--- src/rtl/rgsp_pkg.sv ---
// rgsp_pkg: shared widths, register codes, band codes and item types
// for the gap speed planner; no dependencies

package rgsp_pkg;

  localparam int FRAC_BITS_DEF = 8;

  localparam int SPEED_W    = 16;
  localparam int GAP_W      = 20;
  localparam int BAND_W     = 3;
  localparam int REG_W      = 12;
  localparam int CAP_W      = 16;
  localparam int CFG_DATA_W = 16;
  localparam int CFG_IDX_W  = 3;

  // product and magnitude widths
  localparam int PROD_RV_W  = REG_W + SPEED_W;
  localparam int PROD_RA_W  = 2 * REG_W;
  localparam int PROD_RAR_W = 3 * REG_W;
  localparam int CLOSE_W    = SPEED_W + 1;
  localparam int DVS_W      = REG_W + 1;

  // quotient bits resolved per divider stage
  localparam int DIV_STEP = 2;

  localparam logic [CFG_IDX_W-1:0] CFG_RESPONSE_TIME = 3'd0;
  localparam logic [CFG_IDX_W-1:0] CFG_MAX_ACCEL     = 3'd1;
  localparam logic [CFG_IDX_W-1:0] CFG_MIN_BRAKE     = 3'd2;
  localparam logic [CFG_IDX_W-1:0] CFG_MAX_BRAKE     = 3'd3;
  localparam logic [CFG_IDX_W-1:0] CFG_SPEED_CAP     = 3'd4;

  localparam logic [REG_W-1:0] RST_RESPONSE_TIME = 12'd256;
  localparam logic [REG_W-1:0] RST_MAX_ACCEL     = 12'd512;
  localparam logic [REG_W-1:0] RST_MIN_BRAKE     = 12'd1024;
  localparam logic [REG_W-1:0] RST_MAX_BRAKE     = 12'd2048;
  localparam logic [CAP_W-1:0] RST_SPEED_CAP     = 16'd7680;

  localparam logic [BAND_W-1:0] BAND_NO_LEAD = 3'd0;
  localparam logic [BAND_W-1:0] BAND_SAFE    = 3'd1;
  localparam logic [BAND_W-1:0] BAND_HOLD    = 3'd2;
  localparam logic [BAND_W-1:0] BAND_BRAKE   = 3'd3;
  localparam logic [BAND_W-1:0] BAND_WARN    = 3'd4;
  localparam logic [BAND_W-1:0] BAND_EMERG   = 3'd5;

  typedef struct packed {
    logic [SPEED_W-1:0]        own_speed;
    logic signed [SPEED_W-1:0] lead_rel_speed;
    logic [GAP_W-1:0]          lead_gap;
    logic                      lead_present;
  } in_item_t;

  typedef struct packed {
    logic [SPEED_W-1:0] target_speed;
    logic [GAP_W-1:0]   safe_gap;
    logic [BAND_W-1:0]  band;
  } out_item_t;

  typedef struct packed {
    logic [REG_W-1:0] response_time;
    logic [REG_W-1:0] max_accel;
    logic [REG_W-1:0] min_brake;
    logic [REG_W-1:0] max_brake;
    logic [CAP_W-1:0] speed_cap;
  } cfg_regs_t;

  // width of the speed after the response interval
  function automatic int resp_speed_width(int frac);
    int a;
    a = PROD_RA_W - frac;
    return ((a > SPEED_W) ? a : SPEED_W) + 1;
  endfunction

  // dividend and quotient width of both braking terms, always even
  function automatic int quot_width(int frac);
    int w2;
    w2 = 2 * resp_speed_width(frac);
    return (w2 > 2 * CLOSE_W) ? w2 : 2 * CLOSE_W;
  endfunction

endpackage

--- src/rtl/rgsp_div_pipe.sv ---
// rgsp_div_pipe: pipelined restoring divider, several lanes in lockstep,
// DIV_STEP quotient bits per stage, side data carried along; uses rgsp_pkg

module rgsp_div_pipe import rgsp_pkg::*; #(
  parameter int QW     = 34,
  parameter int DW     = DVS_W,
  parameter int LANES  = 2,
  parameter int STEP   = DIV_STEP,
  parameter int SIDE_W = 8
) (
  input  logic              clk,
  input  logic              rst_n,
  input  logic [DW-1:0]     divisor   [LANES],
  input  logic              up_valid,
  output logic              up_ready,
  input  logic [QW-1:0]     dividend  [LANES],
  input  logic [SIDE_W-1:0] up_side,
  output logic              dn_valid,
  input  logic              dn_ready,
  output logic [QW-1:0]     quotient  [LANES],
  output logic [SIDE_W-1:0] dn_side
);

  // QW is a multiple of STEP
  localparam int NSTG = QW / STEP;

  logic [NSTG-1:0]   v_r;
  logic [NSTG:0]     en;
  logic [NSTG-1:0]   v_in;
  logic [SIDE_W-1:0] side_r    [NSTG];
  logic [SIDE_W-1:0] side_in   [NSTG];
  logic [QW-1:0]     work_r    [NSTG][LANES];
  logic [DW-1:0]     rem_r     [NSTG][LANES];
  logic [QW-1:0]     work_in   [NSTG][LANES];
  logic [DW-1:0]     rem_in    [NSTG][LANES];
  logic [QW-1:0]     work_nxt  [NSTG][LANES];
  logic [DW-1:0]     rem_nxt   [NSTG][LANES];

  always_comb begin
    en[NSTG] = dn_ready;
    for (int s = NSTG - 1; s >= 0; s--) begin
      en[s] = !v_r[s] || en[s+1];
    end
  end

  always_comb begin
    v_in[0]    = up_valid;
    side_in[0] = up_side;
    for (int l = 0; l < LANES; l++) begin
      work_in[0][l] = dividend[l];
      rem_in[0][l]  = '0;
    end
    for (int s = 1; s < NSTG; s++) begin
      v_in[s]    = v_r[s-1];
      side_in[s] = side_r[s-1];
      for (int l = 0; l < LANES; l++) begin
        work_in[s][l] = work_r[s-1][l];
        rem_in[s][l]  = rem_r[s-1][l];
      end
    end
  end

  // quotient bits shift in where dividend bits shift out
  always_comb begin
    logic [QW-1:0] wk;
    logic [DW-1:0] rm;
    logic [DW:0]   sh;
    logic          qb;
    for (int s = 0; s < NSTG; s++) begin
      for (int l = 0; l < LANES; l++) begin
        wk = work_in[s][l];
        rm = rem_in[s][l];
        for (int k = 0; k < STEP; k++) begin
          sh = {rm, wk[QW-1]};
          qb = (sh >= {1'b0, divisor[l]});
          if (qb) begin
            sh = sh - {1'b0, divisor[l]};
          end
          rm = sh[DW-1:0];
          wk = {wk[QW-2:0], qb};
        end
        work_nxt[s][l] = wk;
        rem_nxt[s][l]  = rm;
      end
    end
  end

  always_ff @(posedge clk) begin
    if (!rst_n) begin
      v_r <= '0;
    end else begin
      for (int s = 0; s < NSTG; s++) begin
        if (en[s]) v_r[s] <= v_in[s];
      end
    end
  end

  always_ff @(posedge clk) begin
    for (int s = 0; s < NSTG; s++) begin
      if (en[s]) begin
        side_r[s] <= side_in[s];
        for (int l = 0; l < LANES; l++) begin
          work_r[s][l] <= work_nxt[s][l];
          rem_r[s][l]  <= rem_nxt[s][l];
        end
      end
    end
  end

  assign up_ready = en[0];
  assign dn_valid = v_r[NSTG-1];
  assign dn_side  = side_r[NSTG-1];
  always_comb begin
    for (int l = 0; l < LANES; l++) begin
      quotient[l] = work_r[NSTG-1][l];
    end
  end

endmodule

--- config.mk ---
export PLATFORM = sky130hd
export DESIGN_NAME = rgsp_div_pipe
export DESIGN_NICKNAME = d
export VERILOG_FILES = /design/src/rtl/rgsp_pkg.sv /design/src/rtl/rgsp_div_pipe.sv
export SDC_FILE = /design/constraint.sdc
export NUM_CORES = 2
export LEC_CHECK = 0
export BUFFER_PORTS_ARGS = -buffer_cell sky130_fd_sc_hd__buf_2
export CORE_UTILIZATION = 45
export DETAILED_ROUTE_END_ITERATION = 16
export PLACE_DENSITY = 0.67
export SLEW_MARGIN = 15
export SYNTH_ARGS = -nofsm -noshare
export SYNTH_HDL_FRONTEND = slang
export SYNTH_SLANG_ARGS = --single-unit
--- constraint.sdc ---
create_clock -name clk -period 13.61 [get_ports clk]
set_clock_uncertainty 0.1 [all_clocks]
set_input_delay 2.0415 -clock clk [delete_from_list [all_inputs] [get_ports clk]]
set_output_delay 2.0415 -clock clk [all_outputs]
set_load 0.1 [all_outputs]
# Word-level counts from Yosys, hierarchy flattened
# Memories as Yosys holds them, arrays and structs flattened.
# Cells that the tools add are included.
word_totals:
  reg_bits: 17
  latchBits: 0
  ramBits: 1734
  romBits: 0
  word_cells: 292
  n_memories: 3
memory_table:
  columns: ["name", "words", "width", "rd", "rd_clocked_by_memory_dff", "write_ports", "line", "rtl"]
  rows:
  - ["work_r", 17, 68, 17, 0, 17, "rgsp_div_pipe.sv:32", "logic [QW-1:0] work_r [NSTG][LANES];"]
  - ["rem_r", 17, 26, 16, 0, 17, "rgsp_div_pipe.sv:33", "logic [DW-1:0] rem_r [NSTG][LANES];"]
  - ["side_r", 17, 8, 17, 0, 17, "rgsp_div_pipe.sv:30", "logic [SIDE_W-1:0] side_r [NSTG];"]
classes:
  addsub: 68
  mul: 0
  div_mod_pow: 0
  n_lt_le_gt_ge: 68
  n_eq_ne: 0
  n_shift: 0
  mux: 102
  n_bitwise: 0
  n_reduce_logical: 34
op_table:
  columns: ["op", "n"]
  rows:
  - ["greater-or-equal comparator 14 x 13 -> 1 bit", 66]
  - ["two-way mux 13 bit", 68]
  - ["subtractor 13 bit", 66]
  - ["two-way mux 1 bit", 34]
  - ["greater-or-equal comparator 1 x 13 -> 1 bit", 2]
  - ["subtractor 1 x 13 -> 13 bit", 2]
  - ["logical NOT 1 bit", 17]
  - ["logical OR 1 bit", 17]

# Longest topological paths before layout
depth:
  ltp_word: 20
  mapped_depth: 24

# Worst setup path after synthesis
# OpenSTA, ideal clock, no wires.
synth_timing:
  path_type: "input port to output port"
  from: "in dn_ready"
  to: "out up_ready"
  arrival_ns: 9.831
  t_required_ns: 11.468
  setup_slack_ns: 1.638
  stages: 9
  path_buffers: 0
  path_cell_list: "nor2b_1 inv_1 nor2_1 and2_1 inv_1 nor3_1 and3_1 and2_1 nand2_1"
synth_between:
  elab_chain_cells: 17
synth_rtl:
  columns: ["element", "line", "rtl"]
  rows:
  - ["start, declared", "rgsp_div_pipe.sv:19", "input logic dn_ready,"]
  - ["logical OR 1 bit", "rgsp_div_pipe.sv:42", "en[s] = !v_r[s] || en[s+1];"]
  - ["net en[16]", "rgsp_div_pipe.sv:28", "logic [NSTG:0] en;"]
  - ["logical OR 1 bit (5 in a row)", "rgsp_div_pipe.sv:42", null]
  - ["net en[11]", "rgsp_div_pipe.sv:28", null]
  - ["logical OR 1 bit (11 in a row)", "rgsp_div_pipe.sv:42", null]
  - ["end, declared", "rgsp_div_pipe.sv:15", "output logic up_ready,"]
# The timed path passes the listed nets, and every way through them passes these cells.

# Worst setup path after layout
# Same ends and word-level chain as after synthesis.

==> run_results.csv <==
group,metric,value,unit
cells_and_area,nets,9332,
setup_path,worstPathMaxFanout,54,
clock_tree,ctsHoldBuffers,0,
floorplanning,start_util,45.3,%
cells_and_area,fillCellCount,18500,
setup_path,cp-end-kind,"output pin",
power_and_ir_drop,vdd_ir_drop_max,0.000160,V
synth,yosys.area.top_type_share,52.2,%
grt,met2_usage,34.7,%
clock_tree,cts_root_buf,"clkbuf_16",
grt,grt_max_degree,66,
setup_path,worstSetupPathType,"in2out",
floorplanning,coreArea,217000,µm²
floorplanning,die_area,220000,µm²
synth,ys_seq_area_share,52.6,%
outcome,status,"complete, no violations",
synth,synth-edff-count,1708,
timing,worst_pin_slew,1.07,ns
grt,antenna_found_initial,5,
timing,min_period,8.72,ns
synth,syn_inst,7933,
detailed_routing,ant_nets,0,
detailed_routing,vias,64200,
detailed_routing,routed_via_density,5.67,
floorplanning,ios,184,
detailed_routing,routed_wl,229000,µm
setup_path,critPathLaunchType,"input port",
min_path,worstHoldStart,"work_r[7][34]$_DFFE_PP_",
grt,grt_pass1_wl,355000,µm
power_and_ir_drop,power_density,283,nW/µm²
cells_and_area,drive_above_1_share,14.4,%
clock_tree,cts_buffer_depth,3,
timing,final.setup.tns,0,ns
clock_tree,clk_pin_slew,0.05,ns
clock_tree,cts_buffers,191,
detailed_routing,first_pass_iters,5,
synth,yosys_warnings,0,
grt,grtUsageMet3,2.84,%
timing,finalCritPeriodShare,64.0,%
grt,grt_overflow_total,0,
clock_tree,postCtsResizedCells,0,
synth,async_reset_ff_share,0,%
synth,yosys-top-cells-count,"1708 x edfxtp_1, 862 x ha_1, 482 x nor2_1, 480 x mux2_2, 477 x a21oi_1",
grt,gr-usage-met1,27.4,%
grt,grt_usage,20.6,%
setup_path,cp.arrival,6.57,ns
synth,synth_flop_cell,"edfxtp_1",
place,hpwl,158000,µm
synth,ys_ff_latch,1725,
detailed_routing,wl_per_cell,20.2,µm
cells_and_area,final_core_util,50.6,%
synth,synth_area_leaders,"edfxtp_1 52%, ha_1 11%, mux2_2 5.5%",
synth,ys_types,86,
place,port_buffers,183,
timing,rsz0062_at_grt,"no",
floorplanning,placementRows,171,
clock_tree,htree_levels,4,
grt,top_usage_layer,"met2",
power_and_ir_drop,leakage,44.8,nW
detailed_routing,drc,0,
setup_path,r2r-start,"work_r[6][33]$_DFFE_PP_",
floorplanning,die_w,469,µm
synth,avgSynthCellArea,12.4,µm²
timing,fmax,115,MHz
grt,grt_pass1_vias,63500,
synth,yosysMostFrequentCell,"edfxtp_1",
flow_run,cap_violations,0,
synth,synth_nets,8965,
synth,synth_area_leader_cell,"edfxtp_1",
place,gp_congestion,0.906,
timing,relSlewSlack,28.5,%
clock_tree,cts_tree,"done",
floorplanning,chipHeight,469,µm
timing,setup_viol,0,
detailed_routing,drt-initial-drc-count,4554,
timing,finalMaxSlewViolations,0,
timing,hold_viol_final,0,
min_path,hp-class,"reg2reg",
setup_path,cp.required,11.47,ns
setup_path,critPathLaunch,"dn_ready",
synth,synthesis.area,98200,µm²
clock_tree,post_cts_buffers,0,
clock_tree,cts_sinks,1725,
cells_and_area,area_growth,11.9,%
clock_tree,worstSkewPairLatency,0.87,ns
==> stage by stage <==
stage	instances	worst slack [ns]	hold WS, ns	area [µm²]	total power, W
finish	11300	4.89	0.285	110000	0.0311
detailed placement	11000	4.47	0.305	103000	0.0254
floorplan	7933	1.64	0.300	98200	0.0222
global placement	11000	4.49	0.300	103000	0.0250
CTS	11300	4.81	0.288	110000	0.0311
global route	11300	4.52	0.284	110000	0.0332
==> flip-flops by register name, summed over array words and instances, names as in the netlist <==
signal,count
work_r,1156
v_r,17
rem_r,416
side_r,136
==> metal layers <==
layer | vias to the layer above | part of all wire, % | wire length, µm
li1 | 31000 | - | -
met1 | 31300 | 45 | 104000
met2 | 1459 | 48 | 109000
met3 | 381 | 4.2 | 9610
met4 | 4 | 2.7 | 6240
met5 | - | 0.0070 | 16
==> cell usage in the layout, fill, tap and decap left out, types with 228 or more instances in the layout <==
cell      Yosys  routed
ha_1        862     862
nor2_1      482     482
o21ai_0     382     382
inv_1       406     384
a21oi_1     477     477
mux2_2      480     480
nor3_1      229     228
nand2_1     412     405
xnor2_1     438     438
edfxtp_1   1708    1708
==> final cells by class <==
| type | instances | area, µm² | area share [%] |
|---|---|---|---|
| inverter | 408 | 1550 | 1.41 |
| timing repair buffer | 271 | 1590 | 1.45 |
| multi-input combinational | 5703 | 44700 | 40.7 |
| clock inverter | 143 | 1920 | 1.74 |
| tap | 2854 | 3570 | 3.25 |
| antenna | 2 | 5.00 | 0.00456 |
| clock buffer | 212 | 4880 | 4.44 |
| sequential | 1725 | 51600 | 47.0 |
==> cells by family (layout without fill, tap and decap cells) <==
logic type	Yosys count	in the layout	share of synthesized area, %
AO/OA/AOI/OAI	1740	1740	11.9
other	0	2	0
buffers and inverters	505	1034	2.01
flip-flops	1725	1725	52.6
adder cells (fa/ha/maj)	926	926	12.3
XOR/XNOR	602	602	5.37
AND/OR/NAND/NOR	1834	1834	9.11
multiplexers	601	601	6.80
==> final timing paths <==
path	cells after the start	slack, ns	endpoint
max	11	4.89	up_ready
min	0	0.28	work_r[8][36]$_DFFE_PP_
max reg2reg	19	7.24	rem_r[7][12]$_DFFE_PP_
min reg2reg	0	0.28	work_r[8][36]$_DFFE_PP_
==> worst max-delay path: stages <==
cell and delay, ns:
buf_2 0.11, nor2b_1 0.47, inv_4 0.35, nor2_1 0.37, and2_1 0.35, inv_4 0.33
nor3_1 0.81, and3_1 0.36, and2_1 0.31, nand2_4 0.47, buf_2 0.51
==> power by group <==
part	switching (W)	total (W)	internal [W]
combinational	0.00910	0.0171	0.00804
clock	0.00227	0.00548	0.00321
sequential	0.000576	0.00844	0.00786
No activity file was read; power rests on OpenSTA's default activity.
