**src/rtl/rgsp_pkg.sv**
```systemverilog
// rgsp_pkg: shared widths, register codes, band codes and item types
// for the gap speed planner; no dependencies

package rgsp_pkg;

  localparam int FRAC_BITS_DEF = 8;

  localparam int SPEED_W    = 16;
  localparam int GAP_W      = 20;
  localparam int BAND_W     = 3;
  localparam int REG_W      = 12;
  localparam int CAP_W      = 16;
  localparam int CFG_DATA_W = 16;
  localparam int CFG_IDX_W  = 3;

  // product and magnitude widths
  localparam int PROD_RV_W  = REG_W + SPEED_W;
  localparam int PROD_RA_W  = 2 * REG_W;
  localparam int PROD_RAR_W = 3 * REG_W;
  localparam int CLOSE_W    = SPEED_W + 1;
  localparam int DVS_W      = REG_W + 1;

  // quotient bits resolved per divider stage
  localparam int DIV_STEP = 2;

  localparam logic [CFG_IDX_W-1:0] CFG_RESPONSE_TIME = 3'd0;
  localparam logic [CFG_IDX_W-1:0] CFG_MAX_ACCEL     = 3'd1;
  localparam logic [CFG_IDX_W-1:0] CFG_MIN_BRAKE     = 3'd2;
  localparam logic [CFG_IDX_W-1:0] CFG_MAX_BRAKE     = 3'd3;
  localparam logic [CFG_IDX_W-1:0] CFG_SPEED_CAP     = 3'd4;

  localparam logic [REG_W-1:0] RST_RESPONSE_TIME = 12'd256;
  localparam logic [REG_W-1:0] RST_MAX_ACCEL     = 12'd512;
  localparam logic [REG_W-1:0] RST_MIN_BRAKE     = 12'd1024;
  localparam logic [REG_W-1:0] RST_MAX_BRAKE     = 12'd2048;
  localparam logic [CAP_W-1:0] RST_SPEED_CAP     = 16'd7680;

  localparam logic [BAND_W-1:0] BAND_NO_LEAD = 3'd0;
  localparam logic [BAND_W-1:0] BAND_SAFE    = 3'd1;
  localparam logic [BAND_W-1:0] BAND_HOLD    = 3'd2;
  localparam logic [BAND_W-1:0] BAND_BRAKE   = 3'd3;
  localparam logic [BAND_W-1:0] BAND_WARN    = 3'd4;
  localparam logic [BAND_W-1:0] BAND_EMERG   = 3'd5;

  typedef struct packed {
    logic [SPEED_W-1:0]        own_speed;
    logic signed [SPEED_W-1:0] lead_rel_speed;
    logic [GAP_W-1:0]          lead_gap;
    logic                      lead_present;
  } in_item_t;

  typedef struct packed {
    logic [SPEED_W-1:0] target_speed;
    logic [GAP_W-1:0]   safe_gap;
    logic [BAND_W-1:0]  band;
  } out_item_t;

  typedef struct packed {
    logic [REG_W-1:0] response_time;
    logic [REG_W-1:0] max_accel;
    logic [REG_W-1:0] min_brake;
    logic [REG_W-1:0] max_brake;
    logic [CAP_W-1:0] speed_cap;
  } cfg_regs_t;

  // width of the speed after the response interval
  function automatic int resp_speed_width(int frac);
    int a;
    a = PROD_RA_W - frac;
    return ((a > SPEED_W) ? a : SPEED_W) + 1;
  endfunction

  // dividend and quotient width of both braking terms, always even
  function automatic int quot_width(int frac);
    int w2;
    w2 = 2 * resp_speed_width(frac);
    return (w2 > 2 * CLOSE_W) ? w2 : 2 * CLOSE_W;
  endfunction

endpackage

```
**src/rtl/rgsp_term_calc.sv**
```systemverilog
// rgsp_term_calc: three pipeline stages forming the reaction terms and the
// squared speeds fed to the divider; depends on rgsp_pkg

module rgsp_term_calc import rgsp_pkg::*; #(
  parameter int FRAC_BITS = FRAC_BITS_DEF
) (
  input  logic                           clk,
  input  logic                           rst_n,
  input  logic [REG_W-1:0]               resp_time,
  input  logic [REG_W-1:0]               max_accel,
  input  logic                           up_valid,
  output logic                           up_ready,
  input  in_item_t                       up_item,
  output logic                           dn_valid,
  input  logic                           dn_ready,
  output logic [quot_width(FRAC_BITS)-1:0]   dn_ego_sq,
  output logic [quot_width(FRAC_BITS)-1:0]   dn_close_sq,
  output logic [quot_width(FRAC_BITS)+1:0]   dn_pos,
  output logic [SPEED_W-1:0]             dn_speed,
  output logic [GAP_W-1:0]               dn_gap,
  output logic                           dn_present
);

  localparam int W_W   = resp_speed_width(FRAC_BITS);
  localparam int QW    = quot_width(FRAC_BITS);
  localparam int SUM_W = QW + 2;

  logic en1, en2, en3;

  // stage 1: first products and closing speed magnitude
  logic signed [SPEED_W+1:0] close;
  logic [CLOSE_W-1:0]        close_mag;
  logic                      s1_v_r;
  logic [PROD_RV_W-1:0]      s1_rv_r;
  logic [PROD_RA_W-1:0]      s1_ra_r;
  logic [CLOSE_W-1:0]        s1_cm_r;
  logic [SPEED_W-1:0]        s1_speed_r;
  logic [GAP_W-1:0]          s1_gap_r;
  logic                      s1_pres_r;

  // stage 2: travel term, speed after response, second products
  logic                      s2_v_r;
  logic [SUM_W-1:0]          s2_t1_r;
  logic [W_W-1:0]            s2_w_r;
  logic [PROD_RAR_W-1:0]     s2_rar_r;
  logic [2*CLOSE_W-1:0]      s2_cm2_r;
  logic [SPEED_W-1:0]        s2_speed_r;
  logic [GAP_W-1:0]          s2_gap_r;
  logic                      s2_pres_r;

  // stage 3: squared ego speed and reaction sum
  logic [2*W_W-1:0]          w_sq;
  logic                      s3_v_r;
  logic [QW-1:0]             s3_w2_r;
  logic [QW-1:0]             s3_cm2_r;
  logic [SUM_W-1:0]          s3_pos_r;
  logic [SPEED_W-1:0]        s3_speed_r;
  logic [GAP_W-1:0]          s3_gap_r;
  logic                      s3_pres_r;

  assign en3      = !s3_v_r || dn_ready;
  assign en2      = !s2_v_r || en3;
  assign en1      = !s1_v_r || en2;
  assign up_ready = en1;

  assign close = $signed({2'b00, up_item.own_speed})
               + (SPEED_W+2)'(up_item.lead_rel_speed);
  assign close_mag = close[SPEED_W+1] ? CLOSE_W'(-close) : CLOSE_W'(close);
  assign w_sq = s2_w_r * s2_w_r;

  always_ff @(posedge clk) begin
    if (!rst_n) begin
      s1_v_r <= 1'b0;
      s2_v_r <= 1'b0;
      s3_v_r <= 1'b0;
    end else begin
      if (en1) s1_v_r <= up_valid;
      if (en2) s2_v_r <= s1_v_r;
      if (en3) s3_v_r <= s2_v_r;
    end
  end

  always_ff @(posedge clk) begin
    if (en1) begin
      s1_rv_r    <= PROD_RV_W'(resp_time) * PROD_RV_W'(up_item.own_speed);
      s1_ra_r    <= PROD_RA_W'(resp_time) * PROD_RA_W'(max_accel);
      s1_cm_r    <= close_mag;
      s1_speed_r <= up_item.own_speed;
      s1_gap_r   <= up_item.lead_gap;
      s1_pres_r  <= up_item.lead_present;
    end
    if (en2) begin
      s2_t1_r    <= SUM_W'(s1_rv_r >> FRAC_BITS);
      s2_w_r     <= W_W'(s1_speed_r) + W_W'(s1_ra_r >> FRAC_BITS);
      s2_rar_r   <= PROD_RAR_W'(s1_ra_r) * PROD_RAR_W'(resp_time);
      s2_cm2_r   <= (2*CLOSE_W)'(s1_cm_r) * (2*CLOSE_W)'(s1_cm_r);
      s2_speed_r <= s1_speed_r;
      s2_gap_r   <= s1_gap_r;
      s2_pres_r  <= s1_pres_r;
    end
    if (en3) begin
      s3_w2_r    <= QW'(w_sq);
      s3_cm2_r   <= QW'(s2_cm2_r);
      s3_pos_r   <= s2_t1_r + SUM_W'(s2_rar_r >> (2*FRAC_BITS + 1));
      s3_speed_r <= s2_speed_r;
      s3_gap_r   <= s2_gap_r;
      s3_pres_r  <= s2_pres_r;
    end
  end

  assign dn_valid    = s3_v_r;
  assign dn_ego_sq   = s3_w2_r;
  assign dn_close_sq = s3_cm2_r;
  assign dn_pos      = s3_pos_r;
  assign dn_speed    = s3_speed_r;
  assign dn_gap      = s3_gap_r;
  assign dn_present  = s3_pres_r;

endmodule

```
**config.mk**
```make
export PLATFORM = sky130hd
export DESIGN_NAME = rgsp_term_calc
export DESIGN_NICKNAME = d
export VERILOG_FILES = /design/src/rtl/rgsp_pkg.sv /design/src/rtl/rgsp_term_calc.sv
export SDC_FILE = /design/constraint.sdc
export NUM_CORES = 2
export LEC_CHECK = 0
export BUFFER_PORTS_ARGS = -buffer_cell sky130_fd_sc_hd__buf_2
export CORE_MARGIN = 2
export CORE_UTILIZATION = 40
export CTS_CLUSTER_SIZE = 25
export DETAILED_ROUTE_END_ITERATION = 10
export HOLD_SLACK_MARGIN = 0.02
export PLACE_DENSITY = 0.62
export SLEW_MARGIN = 5
export SYNTH_ARGS = -nofsm -noshare
export SYNTH_HDL_FRONTEND = slang
export SYNTH_SLANG_ARGS = --single-unit
```
**constraint.sdc**
```tcl
create_clock -name clk -period 14 [get_ports clk]
set_clock_uncertainty 0.15 [all_clocks]
set_input_delay 2.8 -clock clk [delete_from_list [all_inputs] [get_ports clk]]
set_output_delay 2.8 -clock clk [all_outputs]
set_load 0.05 [all_outputs]
```
Word-level counts from Yosys, hierarchy flattened
Index checks and enable logic that the tools add are counted.
{"block": "classes", "add_sub_neg": 4, "n_mul": 5, "mux": 1, "n_reduce_logical": 6}
{"cell": "17-bit by 17-bit multiplier with 34-bit output", "n": 2}
{"cell": "24-bit by 12-bit multiplier with 36-bit output", "n": 1}
{"cell": "12-bit by 16-bit multiplier with 28-bit output", "n": 1}
{"cell": "12-bit by 12-bit multiplier with 24-bit output", "n": 1}
{"cell": "20-bit by 19-bit adder with 21-bit output", "n": 1}
{"cell": "17-bit by 16-bit adder with 18-bit output", "n": 1}
{"cell": "16-bit by 16-bit adder with 17-bit output", "n": 1}
{"cell": "17-bit 2-to-1 mux", "n": 1}
{"cell": "17-bit negator", "n": 1}
{"cell": "1-bit zero test", "n": 3}
{"cell": "1-bit logical OR", "n": 3}
{"block": "word_totals", "reg_bits": 394, "inputBits": 81, "out_inout_bits": 143}

Depth between registers and ports, before layout
{"block": "logic_depth", "ltp_word": 4, "ltp_mapped": 26, "depth_no_buf": 25}

Worst setup path after synthesis
Ideal clock, no wire load.
{"block": "synth_path", "kind": "input port to output port", "startpoint": "input port dn_ready", "endpoint": "output port up_ready", "arrival_time_ns": 5.614, "required_time_ns": 11.050, "path_slack_ns": 5.436, "cell_stages": 2, "cell_sequence": "nor2b_1 > nand3_1"}
{"block": "synth_between", "elab_chain_cells": 3}
{"element": "start: declaration", "line_no": "rgsp_term_calc.sv:15", "source": "input logic dn_ready,"}
{"element": "1-bit logical OR", "line_no": "rgsp_term_calc.sv:61", "source": "assign en3 = !s3_v_r || dn_ready;"}
{"element": "1-bit logical OR", "line_no": "rgsp_term_calc.sv:62", "source": "assign en2 = !s2_v_r || en3;"}
{"element": "1-bit logical OR", "line_no": "rgsp_term_calc.sv:63", "source": "assign en1 = !s1_v_r || en2;"}
{"element": "end: declaration", "line_no": "rgsp_term_calc.sv:12", "source": "output logic up_ready,"}
No other way between the ends.

Worst setup path in the final report
{"block": "layout_path", "startpoint": "input port resp_time[3]", "endpoint": "register s2_rar_r[32], data pin"}
{"block": "layout_between", "elab_chain_cells": 1}
{"element": "start: declaration", "line_no": "rgsp_term_calc.sv:9", "source": "input logic [REG_W-1:0] resp_time,"}
{"element": "24-bit by 12-bit multiplier with 36-bit output", "line_no": "rgsp_term_calc.sv:95", "source": "s2_rar_r <= PROD_RAR_W'(s1_ra_r) * PROD_RAR_W'(resp_time);"}
{"element": "end signal: assignment", "line_no": "rgsp_term_calc.sv:95"}
{"element": "end: declaration", "line_no": "rgsp_term_calc.sv:45", "source": "logic [PROD_RAR_W-1:0] s2_rar_r;"}
No other way between the ends.
A chain may end at the register's enable or synchronous reset.

==> impl_metrics.env <==
export IMPL_endpoint_kind="register"
export IMPL_cts_tree="done"
export IMPL_postSynthCellCount=4760
export IMPL_finalHoldViolCount=0
export IMPL_finalNetCount=6252
export IMPL_post_route_drc_count=0
export IMPL_yosysWarningCount=0
export IMPL_grt_pass1_vias=34000
export IMPL_hold_path_endpoint="dn_close_sq[21]"
export IMPL_timing_rr_end="s2_cm2_r[32]"
export IMPL_min_from="s2_cm2_r[21]"
export IMPL_crit_path_start="resp_time[3]"
export IMPL_hold_path_depth=0
export IMPL_timing_fmax_mhz=118
export IMPL_min_period_over_period_pct=60.7
export IMPL_grt_remaining_overflow=0
export IMPL_synth_area_mm2=0.0481
export IMPL_final_common_cell="inv_1"
export IMPL_r2r_start="s1_cm_r[7]"
export IMPL_layout_min_cycle_time_ps=8490
export IMPL_cp_max_fo=52
export IMPL_drv_slew=0
export IMPL_die_area_mm2=0.123
export IMPL_synth_main_ff_cell="edfxtp_1"
export IMPL_dr_first_iter_drc_count=1393
export IMPL_grt_pass1_wl_mm=179
export IMPL_grt_max_degree=72
export IMPL_antenna_found_initial=17
export IMPL_mostFrequentLayoutCells="inv_1 (1131), fa_1 (841), nand2_1 (644)"
export IMPL_rows=127
export IMPL_relSlewSlack_pct=35.4
export IMPL_dr_pass1_iters=5
export IMPL_cts_reportedPaths_clkPinSlew_ps=70
export IMPL_drv_cap=0
export IMPL_drive_gt1_share_pct=6.56
export IMPL_syn_to_final_growth_pct=8.13
export IMPL_routedWlPerCell_um=16.8
export IMPL_grt_use_total_pct=18.4
export IMPL_reg2regPathDepth=23
export IMPL_post_cts_buffers=0
export IMPL_cts_buffer_depth=3
export IMPL_ys_types=72
export IMPL_start_util_pct=40.2
export IMPL_yosys_area_top_type="fa_1"
export IMPL_outcome="completed"
export IMPL_vias_per_cell=4.83
export IMPL_cts_root_buf="clkbuf_16"
export IMPL_startpoint_type="input port"
export IMPL_cts_hold_buf=0
export IMPL_cts_sinks=351
export IMPL_ctsHtreeMaxLevel=2
export IMPL_die_h_um=351
export IMPL_required_ps=14200
export IMPL_cts_buffers=42
export IMPL_tns_ps=0
export IMPL_avgSynthCellArea_um2=10.1
export IMPL_critPathKind="in2reg"
export IMPL_routed_wl_mm=109
export IMPL_io_buffers=206
export IMPL_synthArstFlopShare_pct=0
export IMPL_min_path_type="reg2reg"
export IMPL_clkLatencyLatePin_ps=610
export IMPL_crit_arrival_ps=8690
export IMPL_vias=31400
export IMPL_cts_resized=0
export IMPL_synth_seq_cells=351
export IMPL_io_pins=224
export IMPL_worst_slew_pin_slew_ps=969
export IMPL_synth_area_leaders="fa_1 (35%), edfxtp_1 (22%), ha_1 (12%), inv_1 (8.8%), nand2_1 (5.0%)"
export IMPL_drtAntennaViolNets=0
export IMPL_synth_top_area_share_pct=35.0
export IMPL_rrSetupSlack_ps=6380
export IMPL_gp_congestion=0.840
export IMPL_setup_violations=0
export IMPL_synth_edf_count=348
export IMPL_ys_seq_area_share_pct=21.9
export IMPL_coreArea_mm2=0.120
export IMPL_die_x_um=351
export IMPL_place_hpwl_mm=84.1
export IMPL_grt_setup_unrepaired="false"
==> worst max-delay path, stage by stage <==
cell and delay [ps]:
buf_2 80, buf_4 570, nand2_1 170, fa_1 510, fa_1 550, inv_1 60
fa_1 500, fa_1 490, inv_1 50, fa_1 470, inv_1 40, ha_1 270
and4_1 200, nand2_1 70, o211ai_1 140, o311ai_4 350, a21oi_1 180, or4_4 560
a21oi_4 210, o21bai_1 130, a21oi_2 170, xnor2_1 80
==> cell usage after synthesis, drive strengths merged (4+ instances only) <==
cell type and count:
a211o 6, a2111oi 4, o21a 21, a21o 55
o211ai 10, o31ai 9, nor3 30, inv 1132
xnor2 145, nor2b 34, or2 12, clkbuf 162
or3 5, a31oi 21, buf 18, and3 20
fa 841, a21boi 8, nand2 645, edfxtp 348
nand3 26, nand2b 13, nand4 9, ha 466
o31a 4, a211oi 7, a21oi 124, o21ai 67
o21bai 14, nor2 93, and2 320, xor2 42
==> sequential cells by signal, summed over array words and instances (netlist names) <==
register and flops:
s2_cm2_r 33, s1_gap_r 20, s2_v_r 1, dn_valid 1
dn_gap 20, s1_cm_r 17, s1_pres_r 1, s1_v_r 1
s2_pres_r 1, s2_rar_r 19, dn_speed 16, dn_present 1
s2_w_r 17, s2_gap_r 20, s2_t1_r 20, s2_speed_r 16
dn_close_sq 33, s1_rv_r 20, dn_pos 21, dn_ego_sq 33
s1_speed_r 16, s1_ra_r 24
==> logic make-up after synthesis <==
kind of cell | after synthesis | synth area share, %
buffers and inverters | 1312 | 10.4
DFF | 351 | 21.9
adders and majority gates | 1307 | 47.1
other | 1 | 0.00780
muxes | 5 | 0.109
xor gates and xnor gates | 187 | 3.41
and+or+nand+nor | 1221 | 12.0
AOI/OAI and AO/OA | 376 | 5.11
==> final cells by class <==
cell class                      instances  area [um2]
Sequential cell                       351       10500
Tap cell                             1612        2020
Clock buffer                           49        1100
Antenna cell                            5        12.5
Timing Repair Buffer                  224        1170
Fill cell                           11500       67700
Clock inverter                         25         278
Multi-Input combinational cell       3113       32700
Inverter                             1132        4250
==> worst max-delay path by stage <==
stage | endpoint | slack, ps | cells after the start
after detailed placement | s2_rar_r[32] | 4900 | 22
final | s2_rar_r[32] | 5510 | 22
after floorplan | up_ready | 5440 | 2
after CTS | s2_rar_r[32] | 5540 | 22
after global routing | s2_rar_r[35] | 5200 | 22
after global placement | s2_rar_r[35] | 4930 | 22
==> metal layers <==
layer  up-vias  part of all wire, %  track usage (%)
met2       687                   48             31.2
met4        14                  2.0             4.08
li1      14700                    -                -
met5         -                0.093                0
met1     15900                   44             24.7
met3       124                  6.0             3.32
==> through the flow <==
step                hold WS [ps]  setup WS [ps]  area, um2  util [%]  instances
floorplan                    250           5440      48100         -       4776
global placement             251           4930      50600      42.3       6432
detailed placement           255           4900      50600      42.3       6432
CTS                          252           5540      52000      43.4       6506
global route                 261           5200      52000      43.4       6506
finish                       255           5510      52000      43.5       6511
Power is not shown: default switching activity piles up to over one toggle a cycle in this logic, so the estimate is an artifact.
