==> src/rtl/rgsp_pkg.sv <==
// rgsp_pkg: shared widths, register codes, band codes and item types
// for the gap speed planner; no dependencies

package rgsp_pkg;

  localparam int FRAC_BITS_DEF = 8;

  localparam int SPEED_W    = 16;
  localparam int GAP_W      = 20;
  localparam int BAND_W     = 3;
  localparam int REG_W      = 12;
  localparam int CAP_W      = 16;
  localparam int CFG_DATA_W = 16;
  localparam int CFG_IDX_W  = 3;

  // product and magnitude widths
  localparam int PROD_RV_W  = REG_W + SPEED_W;
  localparam int PROD_RA_W  = 2 * REG_W;
  localparam int PROD_RAR_W = 3 * REG_W;
  localparam int CLOSE_W    = SPEED_W + 1;
  localparam int DVS_W      = REG_W + 1;

  // quotient bits resolved per divider stage
  localparam int DIV_STEP = 2;

  localparam logic [CFG_IDX_W-1:0] CFG_RESPONSE_TIME = 3'd0;
  localparam logic [CFG_IDX_W-1:0] CFG_MAX_ACCEL     = 3'd1;
  localparam logic [CFG_IDX_W-1:0] CFG_MIN_BRAKE     = 3'd2;
  localparam logic [CFG_IDX_W-1:0] CFG_MAX_BRAKE     = 3'd3;
  localparam logic [CFG_IDX_W-1:0] CFG_SPEED_CAP     = 3'd4;

  localparam logic [REG_W-1:0] RST_RESPONSE_TIME = 12'd256;
  localparam logic [REG_W-1:0] RST_MAX_ACCEL     = 12'd512;
  localparam logic [REG_W-1:0] RST_MIN_BRAKE     = 12'd1024;
  localparam logic [REG_W-1:0] RST_MAX_BRAKE     = 12'd2048;
  localparam logic [CAP_W-1:0] RST_SPEED_CAP     = 16'd7680;

  localparam logic [BAND_W-1:0] BAND_NO_LEAD = 3'd0;
  localparam logic [BAND_W-1:0] BAND_SAFE    = 3'd1;
  localparam logic [BAND_W-1:0] BAND_HOLD    = 3'd2;
  localparam logic [BAND_W-1:0] BAND_BRAKE   = 3'd3;
  localparam logic [BAND_W-1:0] BAND_WARN    = 3'd4;
  localparam logic [BAND_W-1:0] BAND_EMERG   = 3'd5;

  typedef struct packed {
    logic [SPEED_W-1:0]        own_speed;
    logic signed [SPEED_W-1:0] lead_rel_speed;
    logic [GAP_W-1:0]          lead_gap;
    logic                      lead_present;
  } in_item_t;

  typedef struct packed {
    logic [SPEED_W-1:0] target_speed;
    logic [GAP_W-1:0]   safe_gap;
    logic [BAND_W-1:0]  band;
  } out_item_t;

  typedef struct packed {
    logic [REG_W-1:0] response_time;
    logic [REG_W-1:0] max_accel;
    logic [REG_W-1:0] min_brake;
    logic [REG_W-1:0] max_brake;
    logic [CAP_W-1:0] speed_cap;
  } cfg_regs_t;

  // width of the speed after the response interval
  function automatic int resp_speed_width(int frac);
    int a;
    a = PROD_RA_W - frac;
    return ((a > SPEED_W) ? a : SPEED_W) + 1;
  endfunction

  // dividend and quotient width of both braking terms, always even
  function automatic int quot_width(int frac);
    int w2;
    w2 = 2 * resp_speed_width(frac);
    return (w2 > 2 * CLOSE_W) ? w2 : 2 * CLOSE_W;
  endfunction

endpackage

==> src/rtl/rgsp_band_sel.sv <==
// rgsp_band_sel: three stages that combine the distance terms, clamp the
// safe gap, pick the band and form the set speed; depends on rgsp_pkg

module rgsp_band_sel import rgsp_pkg::*; #(
  parameter int FRAC_BITS = FRAC_BITS_DEF
) (
  input  logic                             clk,
  input  logic                             rst_n,
  input  logic [CAP_W-1:0]                 speed_cap,
  input  logic                             up_valid,
  output logic                             up_ready,
  input  logic [quot_width(FRAC_BITS)-1:0] ego_brk,
  input  logic [quot_width(FRAC_BITS)-1:0] lead_brk,
  input  logic [quot_width(FRAC_BITS)+1:0] pos,
  input  logic [SPEED_W-1:0]               speed,
  input  logic [GAP_W-1:0]                 gap,
  input  logic                             present,
  output logic                             dn_valid,
  input  logic                             dn_ready,
  output out_item_t                        dn_item
);

  localparam int QW    = quot_width(FRAC_BITS);
  localparam int SUM_W = QW + 2;
  localparam int CW    = GAP_W + 4;
  localparam int SET_W = ((SPEED_W + 1 > FRAC_BITS + 2) ? SPEED_W + 1 : FRAC_BITS + 2) + 1;

  localparam logic [SUM_W-1:0] FLOOR_GAP = SUM_W'(5 << FRAC_BITS);
  localparam logic [SUM_W-1:0] MAX_GAP   = SUM_W'({GAP_W{1'b1}});

  localparam logic signed [SET_W-1:0] D_UP    = SET_W'(1 << (FRAC_BITS - 1));
  localparam logic signed [SET_W-1:0] D_HOLD  = '0;
  localparam logic signed [SET_W-1:0] D_DOWN  = -D_UP;
  localparam logic signed [SET_W-1:0] D_WARN  = -(SET_W'((5 << FRAC_BITS) / 4));
  localparam logic signed [SET_W-1:0] D_EMERG = -(SET_W'(5 << (FRAC_BITS - 1)));

  logic en1, en2, en3;

  logic               b1_v_r;
  logic [SUM_W-1:0]   b1_total_r;
  logic [QW-1:0]      b1_t4_r;
  logic [SPEED_W-1:0] b1_speed_r;
  logic [GAP_W-1:0]   b1_gap_r;
  logic               b1_pres_r;

  logic [SUM_W-1:0]   diff;
  logic [GAP_W-1:0]   safe_clamped;
  logic               b2_v_r;
  logic [GAP_W-1:0]   b2_safe_r;
  logic [SPEED_W-1:0] b2_speed_r;
  logic [GAP_W-1:0]   b2_gap_r;
  logic               b2_pres_r;

  logic [CW-1:0]           g10, g2, g4, s9, s11, s1;
  logic [BAND_W-1:0]       band;
  logic signed [SET_W-1:0] delta;
  logic signed [SET_W-1:0] set_raw;
  logic [SPEED_W-1:0]      set_speed;
  logic                    b3_v_r;
  out_item_t               b3_item_r;

  assign en3      = !b3_v_r || dn_ready;
  assign en2      = !b2_v_r || en3;
  assign en1      = !b1_v_r || en2;
  assign up_ready = en1;

  // stage 2: lead braking removed, clamp to floor and field max
  always_comb begin
    if (SUM_W'(b1_t4_r) >= b1_total_r) begin
      diff = '0;
    end else begin
      diff = b1_total_r - SUM_W'(b1_t4_r);
    end
    priority if (diff < FLOOR_GAP) begin
      safe_clamped = GAP_W'(FLOOR_GAP);
    end else if (diff > MAX_GAP) begin
      safe_clamped = GAP_W'(MAX_GAP);
    end else begin
      safe_clamped = GAP_W'(diff);
    end
  end

  // stage 3: band by exact ratio compares, then set speed
  assign g10 = CW'(b2_gap_r) * CW'(10);
  assign g2  = CW'(b2_gap_r) << 1;
  assign g4  = CW'(b2_gap_r) << 2;
  assign s1  = CW'(b2_safe_r);
  assign s9  = CW'(b2_safe_r) * CW'(9);
  assign s11 = CW'(b2_safe_r) * CW'(11);

  always_comb begin
    priority if (!b2_pres_r) begin
      band  = BAND_NO_LEAD;
      delta = D_UP;
    end else if (g10 >= s11) begin
      band  = BAND_SAFE;
      delta = D_UP;
    end else if (g10 > s9) begin
      band  = BAND_HOLD;
      delta = D_HOLD;
    end else if (g2 >= s1) begin
      band  = BAND_BRAKE;
      delta = D_DOWN;
    end else if (g4 >= s1) begin
      band  = BAND_WARN;
      delta = D_WARN;
    end else begin
      band  = BAND_EMERG;
      delta = D_EMERG;
    end
    set_raw = $signed(SET_W'(b2_speed_r)) + delta;
    priority if (set_raw > $signed(SET_W'(speed_cap))) begin
      set_speed = speed_cap;
    end else if (set_raw < 0) begin
      set_speed = '0;
    end else begin
      set_speed = SPEED_W'(set_raw);
    end
  end

  always_ff @(posedge clk) begin
    if (!rst_n) begin
      b1_v_r <= 1'b0;
      b2_v_r <= 1'b0;
      b3_v_r <= 1'b0;
    end else begin
      if (en1) b1_v_r <= up_valid;
      if (en2) b2_v_r <= b1_v_r;
      if (en3) b3_v_r <= b2_v_r;
    end
  end

  always_ff @(posedge clk) begin
    if (en1) begin
      b1_total_r <= pos + SUM_W'(ego_brk);
      b1_t4_r    <= lead_brk;
      b1_speed_r <= speed;
      b1_gap_r   <= gap;
      b1_pres_r  <= present;
    end
    if (en2) begin
      b2_safe_r  <= b1_pres_r ? safe_clamped : '0;
      b2_speed_r <= b1_speed_r;
      b2_gap_r   <= b1_gap_r;
      b2_pres_r  <= b1_pres_r;
    end
    if (en3) begin
      b3_item_r.target_speed <= set_speed;
      b3_item_r.safe_gap     <= b2_safe_r;
      b3_item_r.band         <= band;
    end
  end

  assign dn_valid = b3_v_r;
  assign dn_item  = b3_item_r;

endmodule

==> config.mk <==
export PLATFORM = sky130hd
export DESIGN_NAME = rgsp_band_sel
export DESIGN_NICKNAME = d
export VERILOG_FILES = /design/src/rtl/rgsp_pkg.sv /design/src/rtl/rgsp_band_sel.sv
export SDC_FILE = /design/constraint.sdc
export NUM_CORES = 1
export LEC_CHECK = 0
export BUFFER_PORTS_ARGS = -buffer_cell sky130_fd_sc_hd__buf_2
export CORE_UTILIZATION = 35
export CTS_BUF_LIST = sky130_fd_sc_hd__clkbuf_4 sky130_fd_sc_hd__clkbuf_8
export DETAILED_ROUTE_END_ITERATION = 6
export PLACE_DENSITY = 0.57
export SYNTH_ARGS = -nofsm -noshare
export SYNTH_HDL_FRONTEND = slang
export SYNTH_SLANG_ARGS = --single-unit
export TNS_END_PERCENT = 50
==> constraint.sdc <==
create_clock -name clk -period 11 [get_ports clk]
set_clock_uncertainty 0.15 [all_clocks]
set_input_delay 1.65 -clock clk [delete_from_list [all_inputs] [get_ports clk]]
set_output_delay 1.65 -clock clk [all_outputs]
set_load 0.01 [all_outputs]
Word level (Yosys, flattened, before mapping)
Cells that the tools add are included.
W data, S select, Z words.
{ "classes": {"n_mux": 14, "n_addsub": 3, "n_bitwise": 2, "multipliers": 3, "order_cmp": 9, "reduce_logical": 9} }
{ "op_table": {"columns": ["operator", "n"], "rows": [
  ["$mux W18", 3],
  ["$mul A20 B4 Y24 const B", 2],
  ["$add A36 B34 Y36", 1],
  ["$ge A34 B36 Y1", 1],
  ["$gt A36 B20 Y1 const B", 1],
  ["$lt A36 B11 Y1 const B", 1],
  ["$mux W36", 1],
  ["$sub A36 B34 Y36", 1],
  ["$mux W16", 2],
  ["$ge A24 B24 Y1", 1],
  ["$gt A24 B24 Y1", 1],
  ["$mul A20 B3 Y23 const B", 1],
  ["$ge A22 B20 Y1", 1],
  ["$ge A21 B20 Y1", 1],
  ["$mux W10", 2],
  ["$mux W20", 1],
  ["$add A17 B18 Y18", 1],
  ["$gt A18 B17 Y1", 1],
  ["$lt A18 B1 Y1 const B", 1],
  ["$mux W11", 1],
  ["$mux W2", 2],
  ["$reduce_or A2 Y1", 2],
  ["$reduce_or A4 Y1", 1],
  ["$logic_not A1 Y1", 3],
  ["3 further kinds", 7]
]} }
{ "totals": {"out_inout_bits": 41, "reg_bits": 206, "inputBits": 161} }

Longest topological paths before layout
{ "logic_depth": {"ltp_word": 10, "ltp_mapped": 43, "ltp_nobuf": 41} }

Least setup slack after synthesis
OpenSTA, ideal clock, no wires.
{ "synth_timing": {"kind": "reg-to-reg", "startpoint": "reg b2_safe_r[1]", "endpoint": "reg b3_item_r, in the netlist dn_item[27], data pin", "path_stages_with_launch": 39, "period_less_slack_ps": 8662, "path_slack_ps": 2338, "arrival_ps": 8246, "setup_time_ps": 266, "path_cell_list": "edfxtp_1 ha_1 fa_1 ha_1 o21ai_0 o21bai_1 a31oi_1 o21ai_0 o2111a_1 o31a_1 o21ai_0 a21o_1 a31oi_1 a41o_1 ha_1 a21o_1 a21o_1 a211oi_1 (+3 left out) nor2b_1 ha_1 a21o_1 a21o_1 or3_1 or3_1 o211ai_1 ha_1 a21oi_1 nor2b_1 o21ai_0 nand2b_1 a221oi_1 a41oi_1 a311oi_2 buf_4 mux2i_1 nor2_1"} }
{ "synth_between": {"elab_chain_len": 10, "word_cells_on_any_way": 16, "classes_between": "1 x add/sub; 2 x mul; 6 x order compare; 7 x mux"} }
{ "synth_lines": {"columns": ["item", "line_no", "rtl"], "rows": [
  ["start: declaration", "rgsp_band_sel.sv:49", "logic [GAP_W-1:0] b2_safe_r;"],
  ["start signal: assignment", "rgsp_band_sel.sv:142", "b2_safe_r <= b1_pres_r ? safe_clamped : '0;"],
  ["branches (longest 4 deep; another with $mul A20 B4 Y24)", null, null],
  ["$mux W18 (*)", "rgsp_band_sel.sv:95", "end else if (g10 >= s11) begin"],
  ["$mux W18 (*)", "rgsp_band_sel.sv:92", "priority if (!b2_pres_r) begin"],
  ["$add A17 B18 Y18 (*)", "rgsp_band_sel.sv:111", "set_raw = $signed(SET_W'(b2_speed_r)) + delta;"],
  ["$lt A18 B1 Y1", "rgsp_band_sel.sv:114", "end else if (set_raw < 0) begin"],
  ["$mux W16", "rgsp_band_sel.sv:114", null],
  ["$mux W16 (*)", "rgsp_band_sel.sv:112", "priority if (set_raw > $signed(SET_W'(speed_cap))) begin"],
  ["named net set_speed[4]", "rgsp_band_sel.sv:58", "logic [SPEED_W-1:0] set_speed;"],
  ["end: declaration", "rgsp_band_sel.sv:60", "out_item_t b3_item_r;"]
]} }
Mark *: on every way through the listed nets, which the timed path passes.
A chain may end at the register's enable or synchronous reset.

Final worst setup path
{ "layout_timing": {"startpoint": "reg b2_safe_r[1]", "endpoint": "reg b3_item_r, in the netlist dn_item[37], data pin"} }
The elaborated chain is that of the path after synthesis.

==> impl_results.md <==
* Status: finished clean
* Highest Clock Rate at 99.6 MHz
* CP startpoint: b2_safe_r[1]
* Synth Area in Compound Gates at 0.175
* Pwr/cell area at 218 nW/um^2
* Sink Count at 206
* Buffers & Inverters on Critical Path at 1
* Endpoints failing setup at 0
* Largest stage delay, worst path at 0.76 ns
* Synth Area in XOR/XNOR at 0.0526
* Seq/Total Area, Yosys at 0.359
* Vias per cell at 5.18
* Commonest non-fill, non-tap cell in the layout: ha_1
* Area delta synth->final at 14.3%
* Netlist cell types at 77
* Core area at 48000 um^2
* RD Place Congestion at 0.901
* Layout Nets at 2392
* Num CTS Buffers at 36
* Clk_lat worst skew at 0.57 ns
* Fin crit share at 0.912
* Avg WL per Cell at 16.4 um
* Mapped Cells at 1703
* Worst IR Drop VDD at 0.0827 mV
* Hold Path Class: flip-flop to flip-flop
* CP Capture Type: flip-flop
* Final core occ at 0.408
* Ys flop type: edfxtp_1
* Most frequent cells in the layout: 283 x ha_1, 203 x edfxtp_1, 201 x buf_2
* Wirelength, routed at 42.2 mm
* CP Class: flip-flop to flip-flop
* DR vias at 13300
* Worst Path Required at 11.15 ns
* Global-route wire length before repair at 68.1 mm
* Gr usage total at 0.171
* Post-DP HPWL at 34.7 mm
* Area occupied by multi-input gates at 10200 um^2
* Reg-to-Reg Start: b2_safe_r[1]
* Clock Root Buffer: clkbuf_8
* CP max stage cell: a311oi_2
* Post-synth EDFFs at 203
* Final hold vios at 0
* Die ar. at 49900 um^2
* Largest family of logic cells by synthesized area: adder cells
* Reg area at 6160 um^2
* Synthesized Nets at 2170
* CP delay by family, top: compound AO/OA/AOI/OAI gates
* Hold-fix buffers, CTS at 0
* Drt pass-1 iters at 5
* Post-synthesis mux area share at 0.00949
* Largest net degree at the start of global routing at 64
* Die X at 223 um
* Leakage at 9.07 nW
* Setup TNS at 0 ns
* Mapped Area at 17100 um^2
* Worst-margin pin slew at 0.987 ns
* PostCTS Resize Cnt at 0
* Drt drc at 0
* Iter 0 DRT Violations at 680
* Initial core utilization at 0.357
* Critical Path AT at 10.19 ns
* # rows at 80
* Crit path time final at 10.04 ns
* Number of fill cells at 4689
* Layout cells sized above 1 at 0.152
* Yosys reg bits at 206
* Crit Path Max Fanout at 11
* Crit start category: flip-flop
* Die height at 223 um
* Slew Viols, Final at 0
* Vias in the first global route at 13500
* Antenna violations before repair at 1
* Max_slew headroom at 0.334
* Post-Synth Simple-Gate Area at 0.125
* RSZ-0062 raised after global routing: no
* Clk slew on worst S/H paths at 0.06 ns
* Min-delay src: b1_speed_r[5]
* Longest Clk Path Bufs at 3
* H-tree lvl count at 2
* CTS tree: yes
* Max-cap viol count at 0
* Post-route ant nets at 0
* Synth Warn # at 0
* Global route overflow at 0
* FFs w/ async S/R, synth at 0
* Setup bufs post-CTS at 0
* IO Count at 202
* Post-synthesis adder-cell area fraction at 0.233
* # port buffers at 201
* Avg Inst Size Synth at 10.1 um^2
cells by family (layout without fill, tap and decap cells):
family                     count (synthesis)  in the layout
AOI/OAI and AO/OA                        452            452
buffers and inverters                    202            450
adders and majority gates                306            306
DFF                                      206            206
other                                      0              1
and+or+nand+nor                          418            418
xor gates and xnor gates                 103            103
muxes                                     16             16
where the power goes:
group,leakage (nW),switching [W],internal [W],total [W]
logic,6.52,0.00142,0.00107,0.00249
clock network,0.376,0.000321,0.000393,0.000714
registers,2.17,0.0000804,0.000992,0.00107
total,9.07,0.00182,0.00246,0.00428
routing by layer:
layer / wire length (um) / global-route usage / share of wire
met5: 0 / 0 / 0
met4: 1330 / 0.0652 / 0.031
met3: 1150 / 0.0183 / 0.027
met2: 20900 / 0.303 / 0.49
met1: 18900 / 0.212 / 0.45
worst paths after layout:
check                                      to  slack, ns  cells after the start
worst max-delay path              dn_item[37]       0.96                     36
worst min-delay path            b2_speed_r[5]       0.27                      0
worst max register to register    dn_item[37]       0.96                     36
worst min register to register  b2_speed_r[5]       0.27                      0
sequential cells by signal (all words and copies together) (netlist names), 16 cells and up:
| name | cells |
|---|---|
| b1_gap_r | 20 |
| b1_speed_r | 16 |
| b1_t4_r | 34 |
| b1_total_r | 36 |
| b2_gap_r | 20 |
| b2_safe_r | 20 |
| b2_speed_r | 16 |
| dn_item | 39 |
Yosys cell counts (all sizes together), types with 15 or more instances:
library cell,number,area (um^2)
nor2b,26,163
fa,23,460
a21o,73,548
o211ai,17,128
nand4,35,219
o21a,25,188
a211oi,22,175
nand2,73,274
and3,15,93.8
nand3,46,230
nor2,98,370
xnor2,61,534
clkbuf,17,63.8
nor3,41,210
inv,180,676
nand2b,21,131
a21oi,117,593
or3,19,119
ha,283,3540
xor2,42,368
o21ai,90,454
edfxtp,203,6100
layout make-up:
| cell class | instances | area share |
|---|---|---|
| antenna | 1 | 0.000128 |
| multi-input combinational | 1295 | 0.522 |
| clock buffer | 45 | 0.0294 |
| sequential | 206 | 0.314 |
| timing repair buffer | 206 | 0.0532 |
| clock inverter | 19 | 0.00734 |
| tap | 615 | 0.0393 |
| inverter | 180 | 0.0345 |
worst register-to-register path: cells and delay by family, from the launching register on:
family	cells	cell delay [ns]
AO/OA/AOI/OAI	22	5.32
adder cells (fa/ha/maj)	6	1.95
AND/OR/NAND/NOR	6	1.20
flip-flops	1	0.53
multiplexers	1	0.35
buffers and inverters	1	0.33
per-stage QoR:
| stage | area [um^2] | hold slack, ns | worst slack [ns] | std cells | total power [W] |
|---|---|---|---|---|---|
| CTS | 19600 | 0.267 | 1.00 | 2566 | 0.00431 |
| global placement | 18900 | 0.254 | 1.32 | 2502 | 0.00351 |
| detailed placement | 18900 | 0.255 | 1.02 | 2502 | 0.00356 |
| finish | 19600 | 0.267 | 0.963 | 2567 | 0.00428 |
| global route | 19600 | 0.274 | 0.212 | 2567 | 0.00469 |
| floorplan | 17100 | 0.250 | 2.34 | 1703 | 0.00291 |
Note: power is estimated with default switching activity, not from simulation.
